--- src/rtl/core/assert_macros.svh ---
// Assertion helpers shared by the RTL.
`ifndef ASSERT_MACROS_SVH
`define ASSERT_MACROS_SVH

`ifndef SYNTHESIS
// Check a property on every rising edge outside reset.
`define LPR_ASSERT(lbl, clk, rstn, prop, msg) \
    lbl: assert property (@(posedge clk) disable iff (!rstn) (prop)) else $error(msg);
// Check that a condition is followed in the next cycle by an expression.
`define LPR_ASSERT_NEXT(lbl, clk, rstn, cond, expr, msg) \
    lbl: assert property (@(posedge clk) disable iff (!rstn) (cond) |=> (expr)) else $error(msg);
`else
`define LPR_ASSERT(lbl, clk, rstn, prop, msg)
`define LPR_ASSERT_NEXT(lbl, clk, rstn, cond, expr, msg)
`endif

`endif

--- src/rtl/core/lpr_pkg.sv ---
package lpr_pkg;

    localparam int TABLE_DEPTH_DEF    = 16;
    localparam int NUM_INTERFACES_DEF = 8;

    localparam logic [5:0]  MAX_PREFIX = 6'd32;
    localparam logic [31:0] ALL_ONES   = 32'hFFFF_FFFF;

    typedef enum logic {
        MODE_INSERT = 1'b0,
        MODE_LOOKUP = 1'b1
    } mode_t;

    typedef enum logic [2:0] {
        ST_FORWARD         = 3'd0,
        ST_NO_ROUTE        = 3'd1,
        ST_BACK_TO_INGRESS = 3'd2,
        ST_TTL_EXPIRED     = 3'd3,
        ST_INSERTED        = 3'd4,
        ST_INACTIVE        = 3'd5,
        ST_FULL            = 3'd6
    } status_t;

    typedef enum logic [2:0] {
        FSM_IDLE,
        FSM_SCAN,
        FSM_DRAIN,
        FSM_RESOLVE,
        FSM_DONE
    } fsm_t;

    typedef struct packed {
        logic       mode;
        logic [31:0] address;
        logic [5:0] prefix_len;
        logic [2:0] route_interface;
        logic [2:0] ingress_interface;
        logic [7:0] ttl;
    } in_t;

    typedef struct packed {
        logic [2:0] status;
        logic [2:0] out_interface;
        logic [7:0] out_ttl;
    } out_t;

    // One stored route as it sits in the table memory.
    typedef struct packed {
        logic [31:0] network;
        logic [5:0]  length;
        logic [2:0]  port;
    } route_t;

    typedef struct packed {
        logic clear;
        logic rd_valid;
    } match_ctrl_t;

    typedef struct packed {
        logic       found;
        logic [2:0] port;
    } match_res_t;

endpackage

--- src/rtl/core/lpr_ram.sv ---
module lpr_ram #(
    parameter int  WIDTH = 1,
    parameter int  DEPTH = 2,
    localparam int AW    = (DEPTH > 1) ? $clog2(DEPTH) : 1
) (
    input  logic             aclk,
    input  logic             wr_en,
    input  logic [AW-1:0]    wr_addr,
    input  logic [WIDTH-1:0] wr_data,
    input  logic             rd_en,
    input  logic [AW-1:0]    rd_addr,
    output logic [WIDTH-1:0] rd_data
);

    logic [WIDTH-1:0] mem [DEPTH];
    logic [WIDTH-1:0] rd_data_reg;

    // Write one entry, read one entry with registered data.
    always_ff @(posedge aclk) begin
        if (wr_en) begin
            mem[wr_addr] <= wr_data;
        end
        if (rd_en) begin
            rd_data_reg <= mem[rd_addr];
        end
    end

    assign rd_data = rd_data_reg;

endmodule

--- src/rtl/core/lpr_match.sv ---
module lpr_match (
    input  logic                 aclk,
    input  logic                 aresetn,
    input  lpr_pkg::match_ctrl_t ctrl,
    input  lpr_pkg::route_t      entry,
    input  logic [31:0]          dest,
    output lpr_pkg::match_res_t  res
);
    import lpr_pkg::*;

    logic        found_reg, found_next;
    logic [5:0]  best_len_reg, best_len_next;
    logic [2:0]  best_port_reg, best_port_next;
    logic [31:0] mask;
    logic        hit;
    logic        take;

    // Compare the route just read against the destination.
    always_comb begin
        mask = ~(ALL_ONES >> entry.length);
        hit  = ((dest ^ entry.network) & mask) == 32'd0;
        take = ctrl.rd_valid && hit && (!found_reg || (entry.length > best_len_reg));
    end

    // Keep the longest match; earlier routes win ties.
    always_comb begin
        found_next     = found_reg;
        best_len_next  = best_len_reg;
        best_port_next = best_port_reg;
        if (ctrl.clear) begin
            found_next = 1'b0;
        end else if (take) begin
            found_next     = 1'b1;
            best_len_next  = entry.length;
            best_port_next = entry.port;
        end
    end

    always_ff @(posedge aclk) begin
        if (!aresetn) begin
            found_reg <= 1'b0;
        end else begin
            found_reg <= found_next;
        end
    end

    always_ff @(posedge aclk) begin
        best_len_reg  <= best_len_next;
        best_port_reg <= best_port_next;
    end

    assign res.found = found_reg;
    assign res.port  = best_port_reg;

endmodule

--- src/rtl/core/longest_prefix_route_table.sv ---
// Insert, expired TTL or empty table: the item goes from idle straight to the done
// state, which loads the output and raises m_valid; new items are taken only in idle.
// Other lookups: the scan state reads every stored route in turn, then the drain and
// resolve states pass before done raises m_valid; one stored route is read per cycle.
// A result held by m_ready low stalls the block until the output register frees.
// Reset clears route count, active mask, FSM and output valid; table stays undefined.
`include "assert_macros.svh"

module longest_prefix_route_table #(
    parameter int TABLE_DEPTH    = lpr_pkg::TABLE_DEPTH_DEF,
    parameter int NUM_INTERFACES = lpr_pkg::NUM_INTERFACES_DEF
) (
    input  logic          aclk,
    input  logic          aresetn,
    input  logic          cfg_wr_en,
    input  logic [7:0]    cfg_wr_data,
    input  logic          s_valid,
    output logic          s_ready,
    input  lpr_pkg::in_t  s_data,
    output logic          m_valid,
    input  logic          m_ready,
    output lpr_pkg::out_t m_data
);
    import lpr_pkg::*;

    localparam int AW = (TABLE_DEPTH > 1) ? $clog2(TABLE_DEPTH) : 1;
    localparam int CW = $clog2(TABLE_DEPTH + 1);

    fsm_t          state_reg, state_next;
    logic [7:0]    active_mask_reg;
    logic [CW-1:0] count_reg, count_next;
    logic [AW-1:0] rd_idx_reg, rd_idx_next;
    logic          rd_valid_reg;
    in_t           lookup_reg;
    out_t          result_reg, result_next;
    logic          m_valid_reg, m_valid_next;
    out_t          m_data_reg;

    logic          accept;
    logic          port_ok;
    logic          table_full;
    logic          ttl_low;
    logic          table_empty;
    logic          scan_last;
    logic          out_free;
    logic          rd_en;
    logic          wr_en;
    logic          load_out;
    logic [5:0]    plen_sat;
    route_t        wr_route;
    route_t        rd_route;
    match_ctrl_t   mctrl;
    match_res_t    mres;

    // Decode the incoming item.
    always_comb begin
        accept      = s_valid && s_ready;
        port_ok     = (int'(s_data.route_interface) < NUM_INTERFACES)
                      && active_mask_reg[s_data.route_interface];
        table_full  = count_reg == CW'(TABLE_DEPTH);
        ttl_low     = s_data.ttl <= 8'd1;
        table_empty = count_reg == '0;
        scan_last   = (CW'(rd_idx_reg) + CW'(1)) == count_reg;
        out_free    = !m_valid_reg || m_ready;
        plen_sat    = (s_data.prefix_len > MAX_PREFIX) ? MAX_PREFIX : s_data.prefix_len;
        wr_route.network = s_data.address;
        wr_route.length  = plen_sat;
        wr_route.port    = s_data.route_interface;
    end

    // Next state.
    always_comb begin
        state_next = state_reg;
        unique case (state_reg)
            FSM_IDLE: begin
                if (s_valid) begin
                    if (s_data.mode == MODE_INSERT || ttl_low || table_empty) begin
                        state_next = FSM_DONE;
                    end else begin
                        state_next = FSM_SCAN;
                    end
                end
            end
            FSM_SCAN: begin
                if (scan_last) begin
                    state_next = FSM_DRAIN;
                end
            end
            FSM_DRAIN:   state_next = FSM_RESOLVE;
            FSM_RESOLVE: state_next = FSM_DONE;
            FSM_DONE: begin
                if (out_free) begin
                    state_next = FSM_IDLE;
                end
            end
            default:     state_next = FSM_IDLE;
        endcase
    end

    // Control outputs of the FSM.
    always_comb begin
        s_ready     = 1'b0;
        rd_en       = 1'b0;
        wr_en       = 1'b0;
        load_out    = 1'b0;
        mctrl.clear = 1'b0;
        unique case (state_reg)
            FSM_IDLE: begin
                s_ready     = 1'b1;
                wr_en       = s_valid && (s_data.mode == MODE_INSERT) && port_ok && !table_full;
                mctrl.clear = s_valid;
            end
            FSM_SCAN:    rd_en = 1'b1;
            FSM_DRAIN:   rd_en = 1'b0;
            FSM_RESOLVE: rd_en = 1'b0;
            FSM_DONE:    load_out = out_free;
            default:     rd_en = 1'b0;
        endcase
        mctrl.rd_valid = rd_valid_reg;
    end

    // Build the result of the current item.
    always_comb begin
        result_next = result_reg;
        if (accept) begin
            result_next = '0;
            if (s_data.mode == MODE_INSERT) begin
                if (!port_ok) begin
                    result_next.status = ST_INACTIVE;
                end else if (table_full) begin
                    result_next.status = ST_FULL;
                end else begin
                    result_next.status = ST_INSERTED;
                end
            end else if (ttl_low) begin
                result_next.status = ST_TTL_EXPIRED;
            end else begin
                result_next.status = ST_NO_ROUTE;
            end
        end else if (state_reg == FSM_RESOLVE) begin
            result_next = '0;
            if (!mres.found) begin
                result_next.status = ST_NO_ROUTE;
            end else if (mres.port == lookup_reg.ingress_interface) begin
                result_next.status = ST_BACK_TO_INGRESS;
            end else begin
                result_next.status        = ST_FORWARD;
                result_next.out_interface = mres.port;
                result_next.out_ttl       = lookup_reg.ttl - 8'd1;
            end
        end
    end

    // Advance counters and the output valid.
    always_comb begin
        count_next = count_reg;
        if (wr_en) begin
            count_next = count_reg + CW'(1);
        end
        rd_idx_next = rd_idx_reg;
        if (accept) begin
            rd_idx_next = '0;
        end else if (rd_en) begin
            rd_idx_next = rd_idx_reg + AW'(1);
        end
        m_valid_next = m_valid_reg;
        if (load_out) begin
            m_valid_next = 1'b1;
        end else if (m_ready) begin
            m_valid_next = 1'b0;
        end
    end

    always_ff @(posedge aclk) begin
        if (!aresetn) begin
            state_reg       <= FSM_IDLE;
            active_mask_reg <= 8'd0;
            count_reg       <= '0;
            rd_idx_reg      <= '0;
            rd_valid_reg    <= 1'b0;
            m_valid_reg     <= 1'b0;
        end else begin
            state_reg    <= state_next;
            count_reg    <= count_next;
            rd_idx_reg   <= rd_idx_next;
            rd_valid_reg <= rd_en;
            m_valid_reg  <= m_valid_next;
            if (cfg_wr_en) begin
                active_mask_reg <= cfg_wr_data;
            end
        end
    end

    // Hold the item payload, the pending result and the output data.
    always_ff @(posedge aclk) begin
        if (accept) begin
            lookup_reg <= s_data;
        end
        result_reg <= result_next;
        if (load_out) begin
            m_data_reg <= result_reg;
        end
    end

    assign m_valid = m_valid_reg;
    assign m_data  = m_data_reg;

    lpr_ram #(
        .WIDTH ($bits(route_t)),
        .DEPTH (TABLE_DEPTH)
    ) u_route_ram (
        .aclk    (aclk),
        .wr_en   (wr_en),
        .wr_addr (count_reg[AW-1:0]),
        .wr_data (wr_route),
        .rd_en   (rd_en),
        .rd_addr (rd_idx_reg),
        .rd_data (rd_route)
    );

    lpr_match u_match (
        .aclk    (aclk),
        .aresetn (aresetn),
        .ctrl    (mctrl),
        .entry   (rd_route),
        .dest    (lookup_reg.address),
        .res     (mres)
    );

    `LPR_ASSERT(a_wr_not_full, aclk, aresetn,
        !wr_en || (count_reg < CW'(TABLE_DEPTH)), "table write while full")
    `LPR_ASSERT(a_rd_data_in_scan, aclk, aresetn,
        !rd_valid_reg || state_reg == FSM_SCAN || state_reg == FSM_DRAIN,
        "read data outside scan")
    `LPR_ASSERT_NEXT(a_expired_fast, aclk, aresetn,
        accept && s_data.mode == MODE_LOOKUP && ttl_low,
        state_reg == FSM_DONE && result_reg.status == ST_TTL_EXPIRED,
        "expired ttl not resolved at once")
    `LPR_ASSERT_NEXT(a_count_hold, aclk, aresetn, !wr_en, $stable(count_reg),
        "route count moved without insert")

endmodule
--- config.mk ---
export PLATFORM = sky130hd
export DESIGN_NAME = longest_prefix_route_table
export DESIGN_NICKNAME = d
export VERILOG_FILES = /design/src/rtl/core/lpr_pkg.sv /design/src/rtl/core/lpr_ram.sv /design/src/rtl/core/lpr_match.sv /design/src/rtl/core/longest_prefix_route_table.sv
export VERILOG_INCLUDE_DIRS = /design/src /design/src/rtl/core
export SDC_FILE = /design/constraint.sdc
export NUM_CORES = 1
export LEC_CHECK = 0
export ABC_AREA = 1
export BUFFER_PORTS_ARGS = -buffer_cell sky130_fd_sc_hd__buf_2
export CORE_MARGIN = 8
export CORE_UTILIZATION = 35
export DETAILED_ROUTE_END_ITERATION = 10
export PLACE_DENSITY = 0.53
export REMOVE_ABC_BUFFERS = 1
export SETUP_SLACK_MARGIN = 0.2
export SLEW_MARGIN = 10
export SYNTH_ARGS = -nofsm -noshare
export SYNTH_HDL_FRONTEND = slang
export SYNTH_HIERARCHICAL = 1
export SYNTH_SLANG_ARGS = --single-unit
--- constraint.sdc ---
create_clock -name aclk -period 4.3 [get_ports aclk]
set_input_delay 0.645 -clock aclk [delete_from_list [all_inputs] [get_ports aclk]]
set_output_delay 0.645 -clock aclk [all_outputs]
set_load 0.02 [all_outputs]
Word-level counts from Yosys, hierarchy flattened. Memory sizes are Yosys's and may differ from the RTL's. A register that Yosys moved wholly into a read port is not among the register bits. Index checks and enable logic that the tools add are counted.

Mux-type cells: 27. Shift operators: 1. Reduce and logical (&&, ||, !) cells: 22. Eq/ne operators: 10. $add $sub $neg: 4. Bitwise operators: 6. Order comparisons: 4.

Operators by type and width (number): $and 32x32->32 (1); $logic_not 32->1 (1); $not 32->32 (1); $shr 32x6->32 const A (1); $xor 32x32->32 (1); $mux 14 (2); $mux 11 (2); $mux 3 (6); $pmux 3 s5 (1); $mux 1 (10); $le 8x1->1 const B (1); $mux 2 (4); $sub 8x1->8 const B (1); $eq 3x2->1 const B (2); $gt 6x6->1 (1); $gt 6x6->1 const B (1); $logic_and 1x1->1 (6); $mux 6 (1); $ne 2x2->1 const B (3); $add 4x1->5 const B (1); $add 5x1->5 const B (1); $eq 5x5->1 (1); $eq 5x5->1 const B (1); $logic_not 5->1 (1); other kinds (14) (23).

Register bits after elaboration: 103. Logic and storage cells: 93. Output and inout port bits: 16. Memories: 1. RAM bits: 656. Bits of input ports: 66.

Memory list: u_route_ram.mem (words 16, width 41, rd ports 1, clocked after Yosys merged registers in 1, wr ports 1, RTL line lpr_ram.sv:15) `logic [WIDTH-1:0] mem [DEPTH];`.

Depth between registers and ports, before layout. Gate-level depths: netlist of the first run.

Depth after elaboration: 7. Depth in mapped cells: 12. Depth with buffers taken out: 12.

Cells and area by module. Netlist of the first run, hierarchy kept.

By module, submodules not included: lpr_ram (times used 1, seq. area each 20930.1 sq um, area an instance 29510.8 sq um, cells an instance 2708); longest_prefix_route_table (times used 1, seq. area each 2462.4 sq um, area an instance 3677.3 sq um, cells an instance 331); lpr_match (times used 1, seq. area each 290.3 sq um, area an instance 1368.8 sq um, cells an instance 230).

Worst setup path after synthesis of the first run. OpenSTA, ideal clock, no wires.

Path type: in2reg. Start: input port s_valid. End: memory u_route_ram/mem[10][0] (netlist name), enable pin. Data required time: 3.860 ns. Path buffers: 0. Library setup time: 0.440 ns. Setup slack: 0.090 ns. Arrival: 3.771 ns. Cell stages on the path: 8. Cell sequence: inv_1 > nor2_4 > nand2_1 > inv_2 > nand3_4 > clkinv_4 > nand3b_1 > nor2_1.

Longest elaborated chain between the ends: 6.

Ends and longest elaborated chain: start, declared (RTL line longest_prefix_route_table.sv:17) `input logic s_valid,`; $logic_and 1x1->1 (3 in series) (RTL line longest_prefix_route_table.sv:110) `wr_en = s_valid && (s_data.mode == MODE_INSERT) && port_ok && !table_full;`; $mux 1 (RTL line longest_prefix_route_table.sv:107) `unique case (state_reg)`; net wr_en (RTL line longest_prefix_route_table.sv:47) `logic wr_en;`; $mux 1 (RTL line lpr_ram.sv:20) `if (wr_en) begin`; $mux 1 (not written as such) (RTL line lpr_ram.sv:21) `mem[wr_addr] <= wr_data;`; end, declared (RTL line lpr_ram.sv:15).

The timed path passes the listed nets, and every way through them passes these cells.

Worst setup path after layout of the first run.
Start: register count_reg[0]. End: memory u_route_ram/mem[13][11] (netlist name), enable pin.

Longest elaborated chain between the ends: 6.

Ends and longest elaborated chain: start, declared (RTL line longest_prefix_route_table.sv:31) `logic [CW-1:0] count_reg, count_next;`; start signal, assigned (RTL line longest_prefix_route_table.sv:184) `count_reg <= count_next;`; $eq 5x5->1 (RTL line longest_prefix_route_table.sv:60) `table_full = count_reg == CW'(TABLE_DEPTH);`; $logic_not 1->1 (RTL line longest_prefix_route_table.sv:110); $logic_and 1x1->1 (RTL line longest_prefix_route_table.sv:110); $mux 1 (RTL line longest_prefix_route_table.sv:107); net wr_en (RTL line longest_prefix_route_table.sv:47); $mux 1 (RTL line lpr_ram.sv:20); $mux 1 (not written as such) (RTL line lpr_ram.sv:21).

The timed path passes the listed nets, and every way through them passes these cells.

==> metrics.cfg, run 1 <==
[outcome]
run_status=finished, final reports clean

[yosys]
ys.flop_type=edfxtp_1
post_syn_area_per_cell_sq_um=10.6
ys_seq_elements=800
synth_cell_type_count=42
synthCells=3269
synth-async-reset-ratio_pct=0
synth_top_cells_by_count=nand2_1 (1006), edfxtp_1 (766), inv_1 (555)
yosys.cell_count.top_type=nand2_1
synth_top_area_cell=edfxtp_1
post_synth_instance_area_sq_mm=0.0346
synth.top_cell.area_share_pct=66.6
yosysSeqAreaShare_pct=68.5
yosysWarningCount=6
post_synth_main_area_contributors=edfxtp_1 (67%), nand2_1 (11%), nand3_1 (7.6%)
synth_enable_flop_cells=766

[placement]
numPortBuffers=81
gp_routability_congestion=0.807
total_instance_count_after_detailed_placement=4546
dpl.hpwl_microns=50300

[floorplanning]
fp-row-count=115
fp.dieArea_sq_mm=0.109
design.portCount=82
floorplan.core_area_sq_mm=0.0981
initial_core_util_pct=35.2
die_width_microns=330
die_height_microns=330

[drt]
drcViolationCount=0
drt_pass1_iterations=6
number_of_vias_after_detailed_routing=22200
avgViaCountPerCell=4.73
detail_route.wl_per_cell_microns=19.1
antenna_violating_nets_post_route=0
drt_iter0_markers=1991
route.final.wire_length_microns=90000

[cts]
cts_buffer_depth=3
tritoncts=yes
holdBufCountCts=0
clk_transition_reported_paths_ns=0.06
insertion_delay_ns=0.64
post_cts.resized_instances=0
h_tree_lvls=3
cts_root_buffer=clkbuf_16
numClockSinks=800
cts_buffers=87
cts.repair_timing.setup_buffer_count=0

[worst_setup_path]
worst-setup-path-type=reg2reg
critical_path_required_ns=4.61
worstSetupStartpointType=flip-flop
worst-endpoint-arrival_ns=3.12
endpoint_kind=flip-flop
worstPathMaxFanout=27

[timing]
final_number_of_max_transition_violations=0
timing.final.setup_violations=0
max_slew.worst_pin.slew_ns=1.11
relSlewSlack_pct=25.8
finalHoldViolations=0
layout_worst_path_cycle_share_pct=65.3
hold_ws_ns=0.191
timing.clock.skew_ns=0.0219
grt_setup_unrepaired=no
final_period_minus_worst_setup_slack_ns=2.81
fmaxAchievable_ghz=0.356

[global_route]
grt.total_usage_pct=16.3
grt_first_pass_wirelength_microns=135000
grt_pass1_vias=21100
grt_antenna_before_repair=4
globalRoute.totalOverflow=0
grt_max_degree=192

[power_and_ir_drop]
power_frac_comb_pct=16.6
ir_worst_vdd_mv=0.307
powerDensity_mw_per_mm2=500
switching_portion_of_total_power_pct=28.9
share_of_total_power_in_the_clock_network_pct=35.8
cellInternalPower_mw=13.9
p_leak_nw=16.0
switching_power_mw=5.62
pwr-share-seq_pct=47.6

[final_layout]
flow.area_growth_from_synthesis_pct=12.7
final_cells=4702
seq_cell_area_sq_mm=0.0237
final_core_utilization_pct=39.7
largest_register_ffs=656
fraction_of_final_layout_cells_sized_beyond_drive_strength_1_pct=9.11
fill_cells=9513
multiInputGateArea_sq_mm=0.00789
final_nets=3424

[run]
max_cap_violation_count=0

[min_path]
worst_hold_path_type=in2reg

area by class of cell:
| cell class | instances | area share (%) |
|---|---|---|
| Clock buffer | 112 | 5.88 |
| Antenna cell | 2 | 0.0128 |
| Inverter | 575 | 5.62 |
| Multi-Input combinational cell | 1753 | 20.3 |
| Sequential cell | 800 | 60.8 |
| Tap cell | 1287 | 4.13 |
| Clock inverter | 42 | 0.819 |
| Timing Repair Buffer | 131 | 2.45 |
kinds of logic after synthesis:
group | Yosys count | share of synthesized area, %
AO/OA/AOI/OAI | 62 | 0.978
XOR/XNOR | 31 | 0.786
adder cells (fa/ha/maj) | 10 | 0.362
buffers and inverters | 716 | 9.01
flip-flops | 800 | 68.5
AND/OR/NAND/NOR | 1650 | 20.3
layer usage:
metal	vias to the layer above	GRT usage [%]	share of wire [%]	wire, microns
li1	10800	-	-	-
met4	0	5.00	2.8	2480
met1	10700	22.5	45	40800
met3	153	2.83	5.4	4900
met5	-	0	0	0
met2	583	26.1	46	41800
power groups by stage:
stage                     sequential (mW)  clock (mW)  combinational [mW]
final                                9.28        6.98                3.23
after global routing                 9.32        7.45                3.59
after CTS                            9.28        7.15                3.27
after detailed placement             9.44           0                3.26
after global placement               9.44           0                3.25
after floorplan                      9.60           0                2.02
worst paths after layout:
| kind | from | endpoint | slack (ns) | cells past startpoint |
|---|---|---|---|---|
| setup / recovery | count_reg[0] | u_route_ram/mem[13][11] | 1.49 | 10 |
| hold / removal | s_data[8] | lookup_reg[8] | 0.19 | 1 |
| setup reg to reg | count_reg[0] | u_route_ram/mem[13][11] | 1.49 | 10 |
| hold reg to reg | result_reg[11] | m_data[11] | 0.41 | 0 |
worst max-delay path, stage by stage, from the launching register on:
cell and delay (ns):
dfxtp_1 0.44, inv_1 0.13, ha_1 0.23, nand3_1 0.12
nand2_1 0.08, inv_2 0.07, nand3_4 0.13, clkinv_4 0.11
nand3_1 0.30, nor2_4 0.56, buf_12 0.29
metrics by stage:
stage	worst slack (ns)	setup TNS, ns	area, sq um	power, mW
2_1_floorplan	-5.28	-234.29	33600	11.6
3_3_place_gp	0.889	0	36300	12.7
3_5_place_dp	0.927	0	36300	12.7
4_1_cts	1.49	0	38900	19.7
5_1_grt	1.34	0	38900	20.4
6_report	1.49	0	39000	19.5
cells in the final DEF, fill, tap and decap left out, types with 2 or more instances in the layout:
cell type,instances
clkinv_2,11
nor2_1,60
clkinv_4,2
xnor2_1,6
a32o_1,3
o21ai_1,21
bufinv_16,3
nand3_4,2
diode_2,2
inv_16,2
nand3_2,5
nand3b_1,2
nor2_4,18
clkinv_1,22
inv_4,3
clkbuf_16,88
buf_2,81
nand4_1,8
o21ai_0,19
dfxtp_4,3
buf_12,14
inv_2,14
nand2_1,1006
nor3_1,4
nor2_2,9
nand3_1,525
xor2_1,25
inv_1,553
edfxtp_1,766
clkbuf_1,24
inv_6,4
nand2_2,6
buf_4,36
ha_1,10
clkinv_8,2
dfxtp_1,30
a21oi_1,14
No activity file was read; power rests on OpenSTA's default activity.
==> inputs of run 2 (changes only) <==
- PLACE_DENSITY: 0.53 -> 0.52
- clock period: 4.3 -> 2.7 ns (I/O delays scaled with it)
==> run 2 against run 1 <==
  * Sequential cell count is the same
  * Largest power group unchanged
  * Design area is 2.7% higher
  * Count of clock-buffer cells in the layout rose by 5
  * Die area is the same
  * Register-to-register slack worse by 1.2 ns
  * Fmax is 19% higher
  * Via count is 1.4% higher
  * Utilization grew 1.1 points
  * Sequential power up 59%
  * Global-route usage is 0.59 points higher
  * Total power grew 64%
==> metrics.cfg, run 2 (synthesis results as in run 1) <==
[final_layout]
final_cells=4774  ; +1.5%
final_common_cell=nand2_1
fraction_of_final_layout_cells_sized_beyond_drive_strength_1_pct=10.7  ; +1.6 points
mostFrequentLayoutCells=nand2_1 (1006), edfxtp_1 (766), inv_1 (553), nand3_1 (524), clkbuf_16 (90)
final_nets=3491  ; +2.0%
largest_register_ffs=656  ; unchanged
final_area_sq_mm=0.0400  ; +2.7%
flow.area_growth_from_synthesis_pct=15.8

[cts]
cts_buffer_depth=3  ; unchanged
h_tree_lvls=3  ; unchanged
clk_transition_reported_paths_ns=0.06  ; about the same
cts_root_buffer=clkbuf_16
insertion_delay_ns=0.65  ; about the same
tritoncts=yes
numClockSinks=800  ; unchanged
cts_buffers=86  ; -1.1%

[timing]
final_period_minus_worst_setup_slack_ns=2.37  ; -0.441 ns
timing.final.setup_violations=0  ; unchanged
final_number_of_max_transition_violations=0  ; unchanged
finalSetupTns_ns=0  ; unchanged
layout_worst_path_cycle_share_pct=87.7  ; +22 points
grt_setup_unrepaired=no
finalHoldViolations=0  ; unchanged
timing.clock.skew_ns=0.0341  ; +0.0122 ns
relSlewSlack_pct=51.6  ; +26 points
fmaxAchievable_ghz=0.422  ; +19%
max_slew.worst_pin.slew_ns=0.726  ; -0.383 ns

[worst_setup_path]
timing.critical_path.slowest_stage_cell=dfxtp_2
regToRegStartpoint=count_reg[0]
timing.reg2reg.setup_slack_ns=0.33  ; -1.16 ns
worstReg2RegEnd=u_route_ram/mem[11][33]
worst-setup-path-type=reg2reg
endpoint_kind=flip-flop
path_cells=inv_1 -> ha_1 -> nand3_1 -> nand2_1 -> inv_2 -> nand3_4 -> clkinv_4 -> nand3b_1 -> buf_4 -> nor2_4 -> clkbuf_16
worst-endpoint-arrival_ns=2.70  ; -0.42 ns
worstSetupStartpointType=flip-flop
worstPathMaxFanout=17  ; -37%
critical_path_required_ns=3.04  ; -1.57 ns
critical-path-max-stage-delay_ns=0.38  ; -0.18 ns
reg2reg_depth=11  ; +1

[power_and_ir_drop]
powerDensity_mw_per_mm2=797  ; +59%
power.total_mw=31.9  ; +64%
p_leak_nw=16.5  ; +2.9%
ir_worst_vdd_mv=0.495  ; +61%

[global_route]
grt_first_pass_wirelength_microns=139000  ; +3.1%
grt_pass1_vias=21800  ; +3.3%
grt_antenna_before_repair=5  ; +1
grt.total_usage_pct=16.9  ; +0.59 points
globalRoute.totalOverflow=0  ; unchanged
grt_max_degree=130  ; -32%

[drt]
route.final.wire_length_microns=93000  ; +3.3%
antenna_violating_nets_post_route=0  ; unchanged
number_of_vias_after_detailed_routing=22500  ; +1.4%
detail_route.wl_per_cell_microns=19.5  ; +1.8%
drcViolationCount=0  ; unchanged
avgViaCountPerCell=4.72  ; -0.13%
drt_iter0_markers=1896  ; -4.8%
drt_pass1_iterations=5  ; -1

[placement]
total_instance_count_after_detailed_placement=4593  ; +1.0%
numPortBuffers=81  ; unchanged
place_area_sq_mm=0.0370  ; +1.9%
dpl.hpwl_microns=57000  ; +13%
gp_routability_congestion=0.794  ; -1.6%

[floorplanning]
fp.dieArea_sq_mm=0.109  ; unchanged
initial_core_util_pct=35.2  ; unchanged
design.portCount=82  ; unchanged
floorplan.core_area_sq_mm=0.0981  ; unchanged
die_width_microns=330  ; unchanged
die_height_microns=330  ; unchanged
fp-row-count=115  ; unchanged

[run]
max_cap_violation_count=0  ; unchanged

[min_path]
hold-path-endpoint=active_mask_reg[5]
worst_hold_path_type=in2reg
hold_start=cfg_wr_data[5]
worst_hold_depth=3  ; +2

[outcome]
run_status=finished, final reports clean

==> run 2: changes by cell type in the layout (fill, tap and decap cells not counted), sizes merged <==
| cell | delta |
|---|---|
| bufinv | +3 |
| dlygate4sd3 | +18 |
| buf | +49 |
| diode | +2 |
| clkbuf | +6 |
| clkinvlp | +2 |
| clkinv | -4 |
| inv | -4 |
==> run 2: worst max path at each step <==
stage / cells after the start / from / endpoint / slack, ns
4_1_cts: 10 / count_reg[0] / u_route_ram/mem[10][39] / 0.22
3_3_place_gp: 12 / s_data[11] / u_route_ram/mem[11][38] / 0.09
2_1_floorplan: 7 / rd_idx_reg[0] / u_route_ram/rd_data[11] / -6.88
3_5_place_dp: 11 / s_data[11] / u_route_ram/mem[10][26] / 0.16
5_1_grt: 11 / count_reg[0] / u_route_ram/mem[11][33] / 0.20
6_report: 11 / count_reg[0] / u_route_ram/mem[11][33] / 0.33
==> run 2: report_power, final <==
group	internal (mW)	switching [mW]	total [mW]
clock	6.75	4.84	11.6
combinational	1.61	3.91	5.52
sequential	14.4	0.358	14.8
==> run 2: area by class of cell <==
| type | instances | area [sq um] |
|---|---|---|
| diodes | 4 | 10.0 |
| inverters | 575 | 2190 |
| clock inverters | 39 | 369 |
| repair buffers | 199 | 1850 |
| multi-input cells | 1753 | 7890 |
| fillers | 9450 | 58100 |
| flip-flops and latches | 800 | 23700 |
| well taps | 1287 | 1610 |
| clock buffers | 117 | 2380 |
==> run 2: what timing repair did <==
item / CTS / global route
hold buffers: 18 / 0
setup buffers: 0 / 2
endpoints found under the hold margin: 18 / 0
resized for setup: 0 / 4
endpoints found under the setup margin: 0 / 336
==> run 2: stage by stage <==
stage / setup slack (ns) / hold slack (ns) / util (%)
final: 0.333 / 0.0709 / 40.8
after global routing: 0.204 / 0.0855 / 40.8
after CTS: 0.216 / 0.0281 / 40.7
after detailed placement: 0.158 / 0.405 / 37.7
after global placement: 0.0920 / 0.405 / 37.7
after floorplan: -6.88 / 0.400 / -
==> run 2: layer usage <==
layer	routed length, microns	global-route usage, %
met1	42400	23.5
met2	42700	26.9
met3	5820	2.97
met4	2070	4.77
met5	0	0
==> run 2: worst max-delay path, delay by kind of cell, from the launching register on <==
| kind | cells | cell delay (ns) |
|---|---|---|
| adders and majority gates | 1 | 0.21 |
| and+or+nand+nor | 5 | 0.69 |
| DFF | 1 | 0.38 |
| buffers and inverters | 5 | 0.77 |
==> inputs of run 3 (changes only) <==
- ABC_AREA: 1 -> unset
- MAX_ROUTING_LAYER: unset -> met4
==> run 3 against run 2 <==
  * The flow now finishes with violations (setup timing)
  * Clock skew is 0.0013 ns lower
  * Register-to-register slack worse by 0.59 ns
  * Area after synthesis is 12% lower
  * Critical path type unchanged
  * Largest cell class unchanged
  * Largest power group unchanged
==> metrics.cfg, run 3 <==
[outcome]
run_status=finished, violations left
failed_checks=setup timing

[yosys]
post_syn_area_per_cell_sq_um=20.7  ; +96%
post_synth_main_area_contributors=edfxtp_1 (75%), mux4_2 (12%), dfxtp_1 (2.2%)
ys.flop_type=edfxtp_1
synth_top_cells_by_count=edfxtp_1 (766), mux4_2 (164), a22oi_1 (82)
synthCells=1470  ; -55%
synth_cell_type_count=57  ; +36%
ys_seq_elements=800  ; unchanged
yosysSeqAreaShare_pct=77.7  ; +9.1 points
post_synth_instance_area_sq_mm=0.0305  ; -12%
synth_top_area_cell=edfxtp_1
synth.top_cell.area_share_pct=75.4  ; +8.9 points
yosysWarningCount=6  ; unchanged
synth-async-reset-ratio_pct=0  ; unchanged
yosys.cell_count.top_type=edfxtp_1
synth_enable_flop_cells=766  ; unchanged

[placement]
gp_routability_congestion=0.766  ; -3.5%
numPortBuffers=81  ; unchanged
dpl.hpwl_microns=40900  ; -28%

[drt]
number_of_vias_after_detailed_routing=16300  ; -28%
antenna_violating_nets_post_route=0  ; unchanged
drt_pass1_iterations=5  ; unchanged
avgViaCountPerCell=5.27  ; +12%
drcViolationCount=0  ; unchanged
detail_route.wl_per_cell_microns=27.9  ; +43%
drt_iter0_markers=1527  ; -19%
route.final.wire_length_microns=86400  ; -7.1%

[cts]
insertion_delay_ns=0.66  ; about the same
numClockSinks=800  ; unchanged
cts_buffer_depth=3  ; unchanged
clk_transition_reported_paths_ns=0.06  ; about the same
h_tree_lvls=3  ; unchanged
cts_buffers=86  ; unchanged
tritoncts=yes
cts_root_buffer=clkbuf_16

[final_layout]
seq_cell_area_sq_mm=0.0237  ; about the same
fraction_of_final_layout_cells_sized_beyond_drive_strength_1_pct=36.6  ; +26 points
mostFrequentLayoutCells=edfxtp_1 (766), mux4_2 (164), clkbuf_16 (115), buf_12 (89), a22oi_1 (82)
final_common_cell=edfxtp_1
final_core_utilization_pct=46.8  ; +6.0 points
flow.area_growth_from_synthesis_pct=32.8
largest_register_ffs=656  ; unchanged
fill_cells=7050  ; -25%
final_nets=1945  ; -44%
n_antenna_cell=0  ; -4
multiInputGateArea_sq_mm=0.00666  ; -16%

[floorplanning]
die_height_microns=311  ; -5.8%
design.portCount=82  ; unchanged
floorplan.core_area_sq_mm=0.0866  ; -12%
initial_core_util_pct=35.2  ; about the same
die_width_microns=311  ; -5.8%
fp-row-count=108  ; -6.1%
fp.dieArea_sq_mm=0.0968  ; -11%

[worst_setup_path]
worst-endpoint-arrival_ns=3.33  ; +0.63 ns
endpoint_kind=flip-flop
regToRegStartpoint=u_route_ram/rd_data[4]
critical-path-max-stage-delay_ns=0.54  ; +0.16 ns
worstSetupStartpointType=flip-flop
path_cells=o21a_4 -> a211oi_4 -> o221ai_2 -> a221o_1 -> a221o_1 -> or4_4 -> a2111oi_4 -> buf_4
worst-setup-path-type=reg2reg
worstReg2RegEnd=u_match/best_port_reg[1]
reg2reg_depth=8  ; -3
timing.critical_path.slowest_stage_cell=or4_4
worstPathMaxFanout=4  ; -13
timing.reg2reg.setup_slack_ns=-0.26  ; -0.59 ns
critical_path_required_ns=3.07  ; +0.03 ns
crit_top_cell=a221o_1

[timing]
timing.final.setup_violations=370  ; +370
grt_setup_unrepaired=yes
layout_setup_ws_ns=-0.258  ; -0.591 ns
final_period_minus_worst_setup_slack_ns=2.96  ; +0.591 ns
final_number_of_max_transition_violations=0  ; unchanged
finalHoldViolations=0  ; unchanged
hold_ws_ns=0.0300  ; -0.0409 ns
fmaxAchievable_ghz=0.338  ; -20%
layout_worst_path_cycle_share_pct=110  ; +22 points
timing.clock.skew_ns=0.0328  ; -0.00135 ns
relSlewSlack_pct=23.9  ; -28 points
max_slew.worst_pin.slew_ns=1.14  ; +0.414 ns

[min_path]
hold-path-endpoint=active_mask_reg[1]
worst_hold_path_type=in2reg
worst_hold_depth=3  ; unchanged
hold_start=cfg_wr_data[1]

[power_and_ir_drop]
power_frac_comb_pct=2.8  ; -15 points
p_leak_nw=13.2  ; -20%
pwr-share-seq_pct=52.2  ; +5.9 points
ir_worst_vdd_mv=0.452  ; -8.7%
switching_portion_of_total_power_pct=20.6  ; -8.0 points
powerDensity_mw_per_mm2=650  ; -18%
cellInternalPower_mw=20.9  ; -8.1%
share_of_total_power_in_the_clock_network_pct=45.0  ; +8.6 points
switching_power_mw=5.42  ; -41%

[run]
max_cap_violation_count=0  ; unchanged

[global_route]
grt_antenna_before_repair=2  ; -3
grt_max_degree=89  ; -32%
grt_first_pass_wirelength_microns=116000  ; -17%
grt_pass1_vias=16200  ; -26%
globalRoute.totalOverflow=0  ; unchanged
grt.total_usage_pct=16.6  ; -0.25 points

[run 3: cell count changes in the layout (fill, tap and decap cells not counted), sizes merged, moves of 82 or more]
cell / previous run / this run
a22oi: 0 / 82
buf: 180 / 336
inv: 572 / 28
mux4: 0 / 164
nand2: 1013 / 72
nand3: 532 / 11
[run 3: how the worst max path moves through the flow]
stage / startpoint / end / slack [ns] / cells after the start
floorplan: rd_idx_reg[0] / state_reg[0] / -5.99 / 6
global placement: u_route_ram/rd_data[8] / u_match/best_len_reg[2] / -0.30 / 7
global route: lookup_reg[31] / u_match/best_port_reg[1] / -0.34 / 8
CTS: lookup_reg[31] / u_match/best_len_reg[3] / -0.22 / 9
detailed placement: u_route_ram/rd_data[5] / u_match/best_len_reg[3] / -0.36 / 9
finish: u_route_ram/rd_data[4] / u_match/best_port_reg[1] / -0.26 / 8
[run 3: kinds of logic (layout without fill, tap and decap cells)]
family / count (synthesis) / in the layout / synth area share [%]
multiplexers: 180 / 180 / 12.6
XOR/XNOR: 48 / 48 / 1.38
AO/OA/AOI/OAI: 153 / 153 / 3.60
buffers and inverters: 92 / 560 / 1.33
AND/OR/NAND/NOR: 187 / 187 / 2.96
adder cells (fa/ha/maj): 10 / 10 / 0.410
flip-flops: 800 / 800 / 77.7
[run 3: power groups by stage]
| stage | registers [mW] | clock network, mW | logic, mW |
|---|---|---|---|
| 6_report | 13.7 | 11.9 | 0.737 |
| 3_3_place_gp | 14.0 | 0 | 0.625 |
| 5_1_grt | 13.7 | 12.6 | 0.795 |
| 3_5_place_dp | 14.0 | 0 | 0.643 |
| 4_1_cts | 13.7 | 12.1 | 0.717 |
| 2_1_floorplan | 14.0 | 0 | 0.238 |
[run 3: routing by layer]
layer  GRT usage (%)  wire length (microns)  share of wire (%)
met1            23.1                  36800                 43
met2            25.7                  41400                 48
met3            2.78                   6760                7.8
met4            3.68                   1390                1.6
met5               -                      0                  0
[run 3: per-stage QoR]
| stage | area, sq um | setup WS, ns | TNS, ns | total power, mW | instances |
|---|---|---|---|---|---|
| floorplan | 30200 | -5.99 | -1323.32 | 14.3 | 1400 |
| global placement | 33600 | -0.296 | -16.10 | 14.6 | 2749 |
| detailed placement | 33600 | -0.359 | -19.86 | 14.6 | 2749 |
| CTS | 39100 | -0.222 | -16.98 | 26.5 | 3036 |
| global route | 40500 | -0.338 | -67.90 | 27.1 | 3093 |
| finish | 40500 | -0.258 | -28.84 | 26.3 | 3093 |
[run 3: repair_timing]
| item | in CTS | in global routing |
|---|---|---|
| hold buffers | 16 | 0 |
| endpoints found under the setup margin | 564 | 665 |
| cloned | 48 | 35 |
| gates resized for setup | 118 | 61 |
| setup buffers | 66 | 22 |
| endpoints found under the hold margin | 16 | 0 |
| pin swaps | 22 | 14 |
[run 3: critical path: cells and delay by family (launching register included)]
family	cells	cell delay (ns)
flip-flops	1	0.46
AO/OA/AOI/OAI	6	1.46
AND/OR/NAND/NOR	1	0.54
buffers and inverters	1	0.20
[run 3: area by class of cell]
type / count / share of cell area, %
Tap cell: 1155 / 3.57
Timing Repair Buffer: 381 / 14.2
Clock inverter: 56 / 1.60
Sequential cell: 800 / 58.5
Multi-Input combinational cell: 578 / 16.4
Clock buffer: 101 / 5.48
Inverter: 22 / 0.204
